===== config.mk =====
export PLATFORM = sky130hd
export DESIGN_NAME = ckc_ctrl
export DESIGN_NICKNAME = d
export VERILOG_FILES = /design/src/hw/rtl/chacha_keystream_cipher_macros.svh /design/src/hw/rtl/ckc_pkg.sv /design/src/hw/rtl/ckc_ctrl.sv
export SDC_FILE = /design/constraint.sdc
export NUM_CORES = 1
export LEC_CHECK = 0
export ABC_AREA = 1
export BUFFER_PORTS_ARGS = -buffer_cell sky130_fd_sc_hd__buf_2
export CAP_MARGIN = 40
export CORE_AREA = 2 2 39 41
export DETAILED_ROUTE_END_ITERATION = 7
export DIE_AREA = 0 0 41 43
export SYNTH_ARGS = -nofsm -noshare
export SYNTH_HDL_FRONTEND = slang
export SYNTH_SLANG_ARGS = --single-unit

===== constraint.sdc =====
create_clock -name clk -period 2.2 [get_ports clk]
set_input_delay 0 -clock clk [delete_from_list [all_inputs] [get_ports clk]]
set_output_delay 0 -clock clk [all_outputs]
set_load 0.005 [all_outputs]

===== src/hw/rtl/chacha_keystream_cipher_macros.svh =====
// Assertion macros shared by the ChaCha keystream cipher RTL.
// Included by the top level; depends on nothing else.
`ifndef CHACHA_KEYSTREAM_CIPHER_MACROS_SVH
`define CHACHA_KEYSTREAM_CIPHER_MACROS_SVH

// Same-cycle implication under the asynchronous reset.
`define CKC_ASSERT_IMPL(label, clk, rst_n, ante, cons, msg) \
	label: assert property (@(posedge clk) disable iff (!rst_n) (ante) |-> (cons)) \
		else $error(msg);

// Next-cycle implication under the asynchronous reset.
`define CKC_ASSERT_NEXT(label, clk, rst_n, ante, cons, msg) \
	label: assert property (@(posedge clk) disable iff (!rst_n) (ante) |=> (cons)) \
		else $error(msg);

`endif


===== src/hw/rtl/ckc_pkg.sv =====
// Shared types and constants of the ChaCha keystream cipher.
// Used by ckc_ctrl, ckc_datapath and chacha_keystream_cipher; depends on nothing.
package ckc_pkg;

	localparam logic [6:0] MAX_BYTES = 7'd64;

	// ChaCha state as sixteen 32-bit words, word 0 in the lowest bits.
	typedef logic [15:0][31:0] ckc_state_t;
	// One 64-byte message block as eight little-endian 64-bit words.
	typedef logic [7:0][63:0] ckc_block_t;

	// "expand 32-byte k" and "expand 16-byte k", word 0 lowest.
	localparam logic [3:0][31:0] SIGMA = {32'h6b206574, 32'h79622d32,
		32'h3320646e, 32'h61707865};
	localparam logic [3:0][31:0] TAU = {32'h6b206574, 32'h79622d36,
		32'h3120646e, 32'h61707865};

	typedef enum logic [2:0] {
		REG_KEY_LOW_A  = 3'd0,
		REG_KEY_LOW_B  = 3'd1,
		REG_KEY_HIGH_A = 3'd2,
		REG_KEY_HIGH_B = 3'd3,
		REG_LONG_KEY   = 3'd4,
		REG_NONCE      = 3'd5
	} ckc_reg_t;

	typedef struct packed {
		logic [63:0] key_low_a;
		logic [63:0] key_low_b;
		logic [63:0] key_high_a;
		logic [63:0] key_high_b;
		logic        long_key;
		logic [63:0] nonce;
	} ckc_cfg_t;

	typedef struct packed {
		logic load;    // capture an input block and build the initial state
		logic step;    // apply one column or diagonal round
		logic diag;    // the round being applied is a diagonal round
		logic finish;  // feed-forward add, XOR, mask and fill the output register
	} ckc_cmd_t;

	typedef struct packed {
		logic empty;   // the loaded block holds no valid byte
	} ckc_stat_t;

endpackage


===== src/hw/rtl/ckc_ctrl.sv =====
// Sequencer of the ChaCha keystream cipher: load, round iteration, finish.
// Depends on ckc_pkg for the command and status structs.
module ckc_ctrl import ckc_pkg::*; #(
	parameter int ROUNDS = 8
) (
	input  logic      clk,
	input  logic      arst_n,
	input  logic      s_tvalid,
	input  logic      m_tready,
	input  ckc_stat_t stat,
	output ckc_cmd_t  cmd,
	output logic      s_tready,
	output logic      m_tvalid
);

	localparam int RW = $clog2(ROUNDS);
	localparam logic [RW-1:0] LAST_ROUND = RW'(ROUNDS - 1);

	typedef enum logic [1:0] {
		ST_IDLE,
		ST_ROUND,
		ST_FINAL
	} state_t;

	state_t        state_q;
	logic [RW-1:0] round_q;
	logic          out_valid_q;
	logic          out_free;

	assign out_free = !out_valid_q || m_tready;
	assign s_tready = (state_q == ST_IDLE);
	assign m_tvalid = out_valid_q;

	always_comb begin
		cmd = '0;
		case (state_q)
			ST_IDLE: begin
				cmd.load = s_tvalid;
			end
			ST_ROUND: begin
				cmd.step = !stat.empty;
				cmd.diag = round_q[0];
			end
			ST_FINAL: begin
				cmd.finish = out_free;
			end
			default: begin
				cmd = '0;
			end
		endcase
	end

	always_ff @(posedge clk or negedge arst_n) begin
		if (!arst_n) begin
			state_q     <= ST_IDLE;
			round_q     <= '0;
			out_valid_q <= 1'b0;
		end else begin
			// A new result replaces the one being taken by the sink in the same cycle.
			if (cmd.finish) begin
				out_valid_q <= 1'b1;
			end else if (m_tready) begin
				out_valid_q <= 1'b0;
			end
			case (state_q)
				ST_IDLE: begin
					if (s_tvalid) begin
						state_q <= ST_ROUND;
						round_q <= '0;
					end
				end
				ST_ROUND: begin
					if (stat.empty || round_q == LAST_ROUND) begin
						state_q <= ST_FINAL;
					end else begin
						round_q <= round_q + 1'b1;
					end
				end
				ST_FINAL: begin
					if (out_free) begin
						state_q <= ST_IDLE;
					end
				end
				default: begin
					state_q <= ST_IDLE;
				end
			endcase
		end
	end

endmodule


==> results of run 1 <==
[sequential cells by signal, summed over array words and instances, names as in the netlist]
signal,cells
round_q,3
state_q,2
m_tvalid,1
[cell type report]
class / instances / area, µm² / share of cell area (%)
clock buffer: 3 / 22.5 / 5.20
inverter: 6 / 22.5 / 5.20
multi-input combinational: 25 / 148 / 34.1
sequential: 6 / 150 / 34.7
tap: 16 / 20.0 / 4.62
timing repair buffer: 12 / 70.1 / 16.2
[power breakdown]
| part | internal [mW] | switching [mW] | leakage, nW |
|---|---|---|---|
| clock | 0.0613 | 0.0333 | 0.0138 |
| sequential | 0.149 | 0.0359 | 0.0789 |
| combinational | 0.0717 | 0.0984 | 0.153 |
| total | 0.282 | 0.168 | 0.246 |
[Yosys cell counts, drive strengths merged]
master,count,area [µm²]
nand3,4,20.0
nand4,3,18.8
nand2,7,31.3
nor2,7,38.8
o21ai,2,13.8
dfrtp,6,150
ha,2,25.0
inv,6,22.5
[metrics by stage]
| stage | std cells | setup slack [ps] | hold WS (ps) |
|---|---|---|---|
| floorplan | 37 | 976 | -296 |
| global placement | 63 | 895 | -176 |
| detailed placement | 63 | 878 | -175 |
| CTS | 68 | 876 | 38.1 |
| global route | 68 | 789 | 59.8 |
| finish | 68 | 880 | 40.2 |
[what timing repair did]
item	CTS	global route
hold buffers	2	0
endpoints found under the hold margin	7	0
setup endpoints to repair	0	0
[layer usage]
layer  up-vias  part of all wire (%)  global-route usage, %
met5         -                     0                      0
met4         0                     0                   8.00
met3         0                   5.8                   1.57
met2         5                    50                   12.5
met1       126                    44                   11.3
li1        149                     -                      -
[final timing paths]
path / from / to / slack, ps / cells after the start
worst max-delay path: round_q[0]$_DFFE_PN0P_ / round_q[0]$_DFFE_PN0P_ / 880 / 6
worst min-delay path: s_tvalid / state_q[0]$_DFFE_PN0P_ / 40 / 3
worst max register to register: round_q[0]$_DFFE_PN0P_ / round_q[0]$_DFFE_PN0P_ / 880 / 6
worst min register to register: round_q[1]$_DFFE_PN0P_ / round_q[1]$_DFFE_PN0P_ / 510 / 2
max in group asynchronous: arst_n / state_q[0]$_DFFE_PN0P_ / 1940 / 2
min in group asynchronous: arst_n / round_q[0]$_DFFE_PN0P_ / 120 / 2
[tightest hold or removal path: cells and delay by family]
family | cells | cell delay [ps]
and+or+nand+nor | 2 | 150
buffers and inverters | 1 | 80
[cell families after synthesis]
family | Yosys count | share of synthesized area (%)
simple gates | 21 | 34.0
buf+inv | 6 | 7.03
flops | 6 | 46.9
compound gates | 2 | 4.30
fa+ha+maj | 2 | 7.81
==> metrics.csv, run 1 <==
stage;metric;value;unit
drt;antenna viol nets, final;0;
critical_path;Arr. time, crit path;1440;ps
clock_tree;worst-case clock buffer depth;2;
status;status;completed;
critical_path;Most common cell on crit path;ha_1;
power;Leak;0.246;nW
clock_tree;Skew-Pair Late Insertion Delay;240;ps
sta;actual slew at the worst max-slew pin;183;ps
critical_path;CP endpoint kind;flop;
synth;cell count after synthesis;37;
sta;Rel. slew slack;87.8;%
sta;Max Freq;758;MHz
drt;number of remaining DRC errors;0;
sta;Slew Limit Fails;0;
flow_run;max_cap viols;0;
final_layout;fin nets;61;
synth;Mapped Area;320;µm²
clock_tree;clk sinks;6;
placed_design;RePlAce Congestion;0.696;
floorplanning;die area;1760;µm²
sta;# setup viols final;0;
floorplanning;initial core utilization;23.1;%
clock_tree;H-tree depth;1;
floorplanning;die height;43;µm
power;Worst IR Drop VDD;0.433;mV
placed_design;Placement Cell Area;390;µm²
global_route;GRT overflow;0;
final_layout;share of layout cells above drive strength 1;38.5;%
drt;Starting DRT DRC Count;2;
critical_path;Worst Setup Start Kind;flop;
synth;synthesis warning total;0;
clock_tree;CTS clk-pin slew, worst paths;40;ps
placed_design;IO Port Bufs;10;
critical_path;critical-path cell list;ha_1 > ha_1 > nor2_4 > nand2_2 > nand3_1 > nand2_1;
critical_path;critical path class;reg2reg;
final_layout;diode count;0;
floorplanning;core area;1380;µm²
final_layout;Layout area overhead;35.2;%
drt;total iterations of the first detailed-routing run;2;
synth;Cell variety after synth;13;
floorplanning;die width;41;µm
placed_design;post-detail-place hpwl;496;µm
global_route;vias in the first global route;265;
global_route;largest net degree at the start of global routing;7;
final_layout;most frequent cells in the layout;buf_2, dfrtp_1, nand2_1, inv_1;
final_layout;# fillers;146;
sta;final setup skew;4.50;ps
power;total power;0.449;mW
drt;vias;280;
clock_tree;CTS buffer count;3;
synth;Yosys reg bits;6;
final_layout;Final Cell Area;433;µm²
critical_path;Bufs and invs on worst path;0;
critical_path;Worst path slowest cell;dfrtp_1;
global_route;All-Layer GR Usage;9.03;%
drt;Routed WL;602;µm
sta;fin crit period;1320;ps
final_layout;most common cell after layout, fill and taps aside;buf_2;
critical_path;CP peak stage delay;400;ps
global_route;first-pass GRT wire length;1020;µm
synth;Syn Nets;44;
power;Power Density;1040;nW/µm²
sta;period utilisation layout;60.0;%
clock_tree;post-CTS setup buffers;0;
floorplanning;I/O pin count;11;
worst_hold_path;HP Class;in2reg;
sta;RSZ-0062 raised after global routing;false;
critical_path;crit-path leading delay family;adder cells;
global_route;initial antenna violation count;0;
critical_path;critical path fanouts, max;5;
sta;total negative setup slack;0;ps
sta;final hold vios;0;
synth;sequential cell area fraction in the yosys report;46.9;%
drt;Via density;4.12;
floorplanning;row count;14;
clock_tree;CTS tree;built;
final_layout;Post-Route Utilization;31.3;%
synth;mean post-synth cell area;8.66;µm²
clock_tree;CTS Root Buffer Type;clkbuf_4;
critical_path;worst endpoint required time;2320;ps
clock_tree;PostCTS Resize Cnt;0;
drt;Avg WL per Cell;8.85;µm
Note: power is estimated with default switching activity, not from simulation.
==> inputs of run 2 (changes only) <==
Clock period 2.2 ns to 1.27 ns, I/O delays scaled along.
==> run 2 against run 1 <==
Global-route usage increased by 0.79 points; routed wire length increased by 11%; clock-buffer cell count unchanged; first-iteration DRC count unchanged; critical path type unchanged; largest cell class is now multi-input gates; highest routed layer unchanged.
==> metrics.csv, run 2 (synthesis gave the netlist of run 1 again) <==
stage;metric;value;unit;change
global_route;largest net degree at the start of global routing;7;;unchanged
global_route;GRT overflow;0;;unchanged
critical_path;terminus of the critical flop-to-flop path;round_q[2]$_DFFE_PN0P_;;was round_q[0]$_DFFE_PN0P_
drt;total iterations of the first detailed-routing run;4;;was 2
power;total power;0.859;mW;was 0.449 mW
floorplanning;die height;43;µm;unchanged
final_layout;most common cell after layout, fill and taps aside;buf_2;;unchanged
critical_path;Worst Setup Start Kind;flop;;unchanged
critical_path;critical-path cell list;ha_2 > ha_4 > nor2_4 > nand2_4 > nand3_2 > nand2_1;;was ha_1 > ha_1 > nor2_4 > nand2_2 > nand3_1 > nand2_1
final_layout;Largest register FFs;3;;unchanged
global_route;initial antenna violation count;0;;unchanged
clock_tree;Skew-Pair Late Insertion Delay;240;ps;about the same
status;status;completed;;unchanged
sta;final setup skew;6.89;ps;was 4.50 ps
drt;Via density;4.18;;was 4.12
critical_path;CP peak stage delay;390;ps;was 400 ps
sta;fin crit period;1220;ps;was 1320 ps
clock_tree;CTS tree;built;;unchanged
placed_design;RePlAce Congestion;0.730;;was 0.696
worst_hold_path;Hold Startpoint;s_tvalid;;unchanged
floorplanning;I/O pin count;11;;unchanged
flow_run;max_cap viols;0;;unchanged
floorplanning;core area;1380;µm²;unchanged
final_layout;share of layout cells above drive strength 1;50.9;%;was 38.5%
worst_hold_path;HP Class;in2reg;;unchanged
floorplanning;die area;1760;µm²;unchanged
floorplanning;row count;14;;unchanged
global_route;vias in the first global route;320;;was 265
final_layout;fin nets;64;;was 61
critical_path;flop-to-flop setup slack;50;ps;was 880 ps
critical_path;Arr. time, crit path;1340;ps;was 1440 ps
final_layout;Top reg by flops;round_q;;unchanged
sta;Rel. slew slack;89.1;%;was 87.8%
clock_tree;CTS clk-pin slew, worst paths;50;ps;was 40 ps
power;Worst IR Drop VDD;0.598;mV;was 0.433 mV
sta;Slew Limit Fails;0;;unchanged
critical_path;reg-to-reg startpoint;round_q[1]$_DFFE_PN0P_;;was round_q[0]$_DFFE_PN0P_
sta;worst hold slack;45.6;ps;was 40.2 ps
clock_tree;CTS Root Buffer Type;clkbuf_4;;unchanged
sta;final hold vios;0;;unchanged
power;Power Density;1760;nW/µm²;was 1040 nW/µm²
critical_path;worst endpoint required time;1390;ps;was 2320 ps
clock_tree;CTS buffer count;3;;unchanged
clock_tree;clk sinks;6;;unchanged
global_route;All-Layer GR Usage;9.82;%;was 9.03%
final_layout;non-filler cells in the finished layout;71;;was 68
critical_path;crit-path leading delay family;flip-flops;;was adder cells
critical_path;R2R depth;6;;unchanged
drt;Starting DRT DRC Count;2;;unchanged
critical_path;critical path fanouts, max;5;;unchanged
drt;number of remaining DRC errors;0;;unchanged
sta;# setup viols final;0;;unchanged
sta;Max Freq;817;MHz;was 758 MHz
clock_tree;worst-case clock buffer depth;2;;unchanged
drt;vias;297;;was 280
clock_tree;H-tree depth;1;;unchanged
power;Leak;0.262;nW;was 0.246 nW
critical_path;Worst path slowest cell;dfrtp_1;;unchanged
drt;antenna viol nets, final;0;;unchanged
drt;Routed WL;671;µm;was 602 µm
critical_path;Bufs and invs on worst path;0;;unchanged
placed_design;post-detail-place hpwl;511;µm;was 496 µm
global_route;first-pass GRT wire length;1140;µm;was 1020 µm
drt;Avg WL per Cell;9.45;µm;was 8.85 µm
sta;period utilisation layout;96.4;%;was 60.0%
worst_hold_path;hold path endpoint;state_q[0]$_DFFE_PN0P_;;unchanged
sta;actual slew at the worst max-slew pin;162;ps;was 183 ps
placed_design;IO Port Bufs;10;;unchanged
final_layout;Layout area overhead;52.0;%;was 35.2%
final_layout;diode count;0;;unchanged
critical_path;CP endpoint kind;flop;;unchanged
critical_path;critical path class;reg2reg;;unchanged
worst_hold_path;hold path depth;3;;unchanged
placed_design;Inst Count DP;65;;was 63
floorplanning;initial core utilization;23.1;%;unchanged
floorplanning;die width;41;µm;unchanged
final_layout;most frequent cells in the layout;buf_2, nand2_1, inv_1, dfrtp_1, nor2_1;;was buf_2, dfrtp_1, nand2_1, inv_1
run 2: layer usage:
layer | share of wire (%) | wire length, µm | global-route usage [%]
met3 | 4.2 | 28 | 1.57
met4 | 0 | 0 | 8.00
met1 | 42 | 285 | 10.9
met5 | 0 | 0 | 0
met2 | 53 | 356 | 15.3
run 2: worst max path at each step:
stage                                 startpoint                     end  slack [ps]  cells past startpoint
after floorplan           round_q[0]$_DFFE_PN0P_  round_q[0]$_DFFE_PN0P_          50                      6
after global placement    round_q[0]$_DFFE_PN0P_  round_q[1]$_DFFE_PN0P_          30                      6
after detailed placement  round_q[0]$_DFFE_PN0P_  round_q[1]$_DFFE_PN0P_          -7                      6
after CTS                 round_q[0]$_DFFE_PN0P_  round_q[1]$_DFFE_PN0P_          10                      6
after global routing      round_q[1]$_DFFE_PN0P_  round_q[1]$_DFFE_PN0P_          -7                      6
final                     round_q[1]$_DFFE_PN0P_  round_q[2]$_DFFE_PN0P_          50                      6
run 2: power breakdown:
group	total, mW	internal [mW]	switching, mW	leakage, nW
Sequential	0.324	0.260	0.0635	0.0778
Clock	0.167	0.106	0.0605	0.0138
Combinational	0.368	0.169	0.199	0.170
Total	0.859	0.536	0.323	0.262
run 2: worst reg2reg max path, cell delays in order, from the launching register on:
cell and delay, ps:
dfrtp_1 390, ha_2 190, ha_4 160, nor2_4 160
nand2_4 90, nand3_2 60, nand2_1 50
run 2: what timing repair did:
action | in CTS | in global routing
hold endpoints to repair | 7 | 0
setup buffers | 0 | 1
pin swaps | 1 | 2
hold buffers | 2 | 0
gates resized for setup | 0 | 7
setup endpoints to repair | 2 | 3
run 2: cell type report:
class                      count  area, µm²
fill                         150        897
multi-input combinational     25        178
sequential                     6        151
timing repair buffer          15       92.6
clock buffer                   3       22.5
inverter                       6       22.5
tap                           16       20.0
run 2: stage by stage:
stage | utilization (%) | setup TNS [ps] | cell area, µm² | worst slack [ps]
global route | 35.2 | -12.2 | 487 | -6.51
global placement | 29.3 | 0 | 405 | 31.7
finish | 35.2 | 0 | 487 | 46.2
CTS | 32.4 | 0 | 448 | 9.66
detailed placement | 29.3 | -7.31 | 405 | -7.31
floorplan | - | 0 | 320 | 45.9
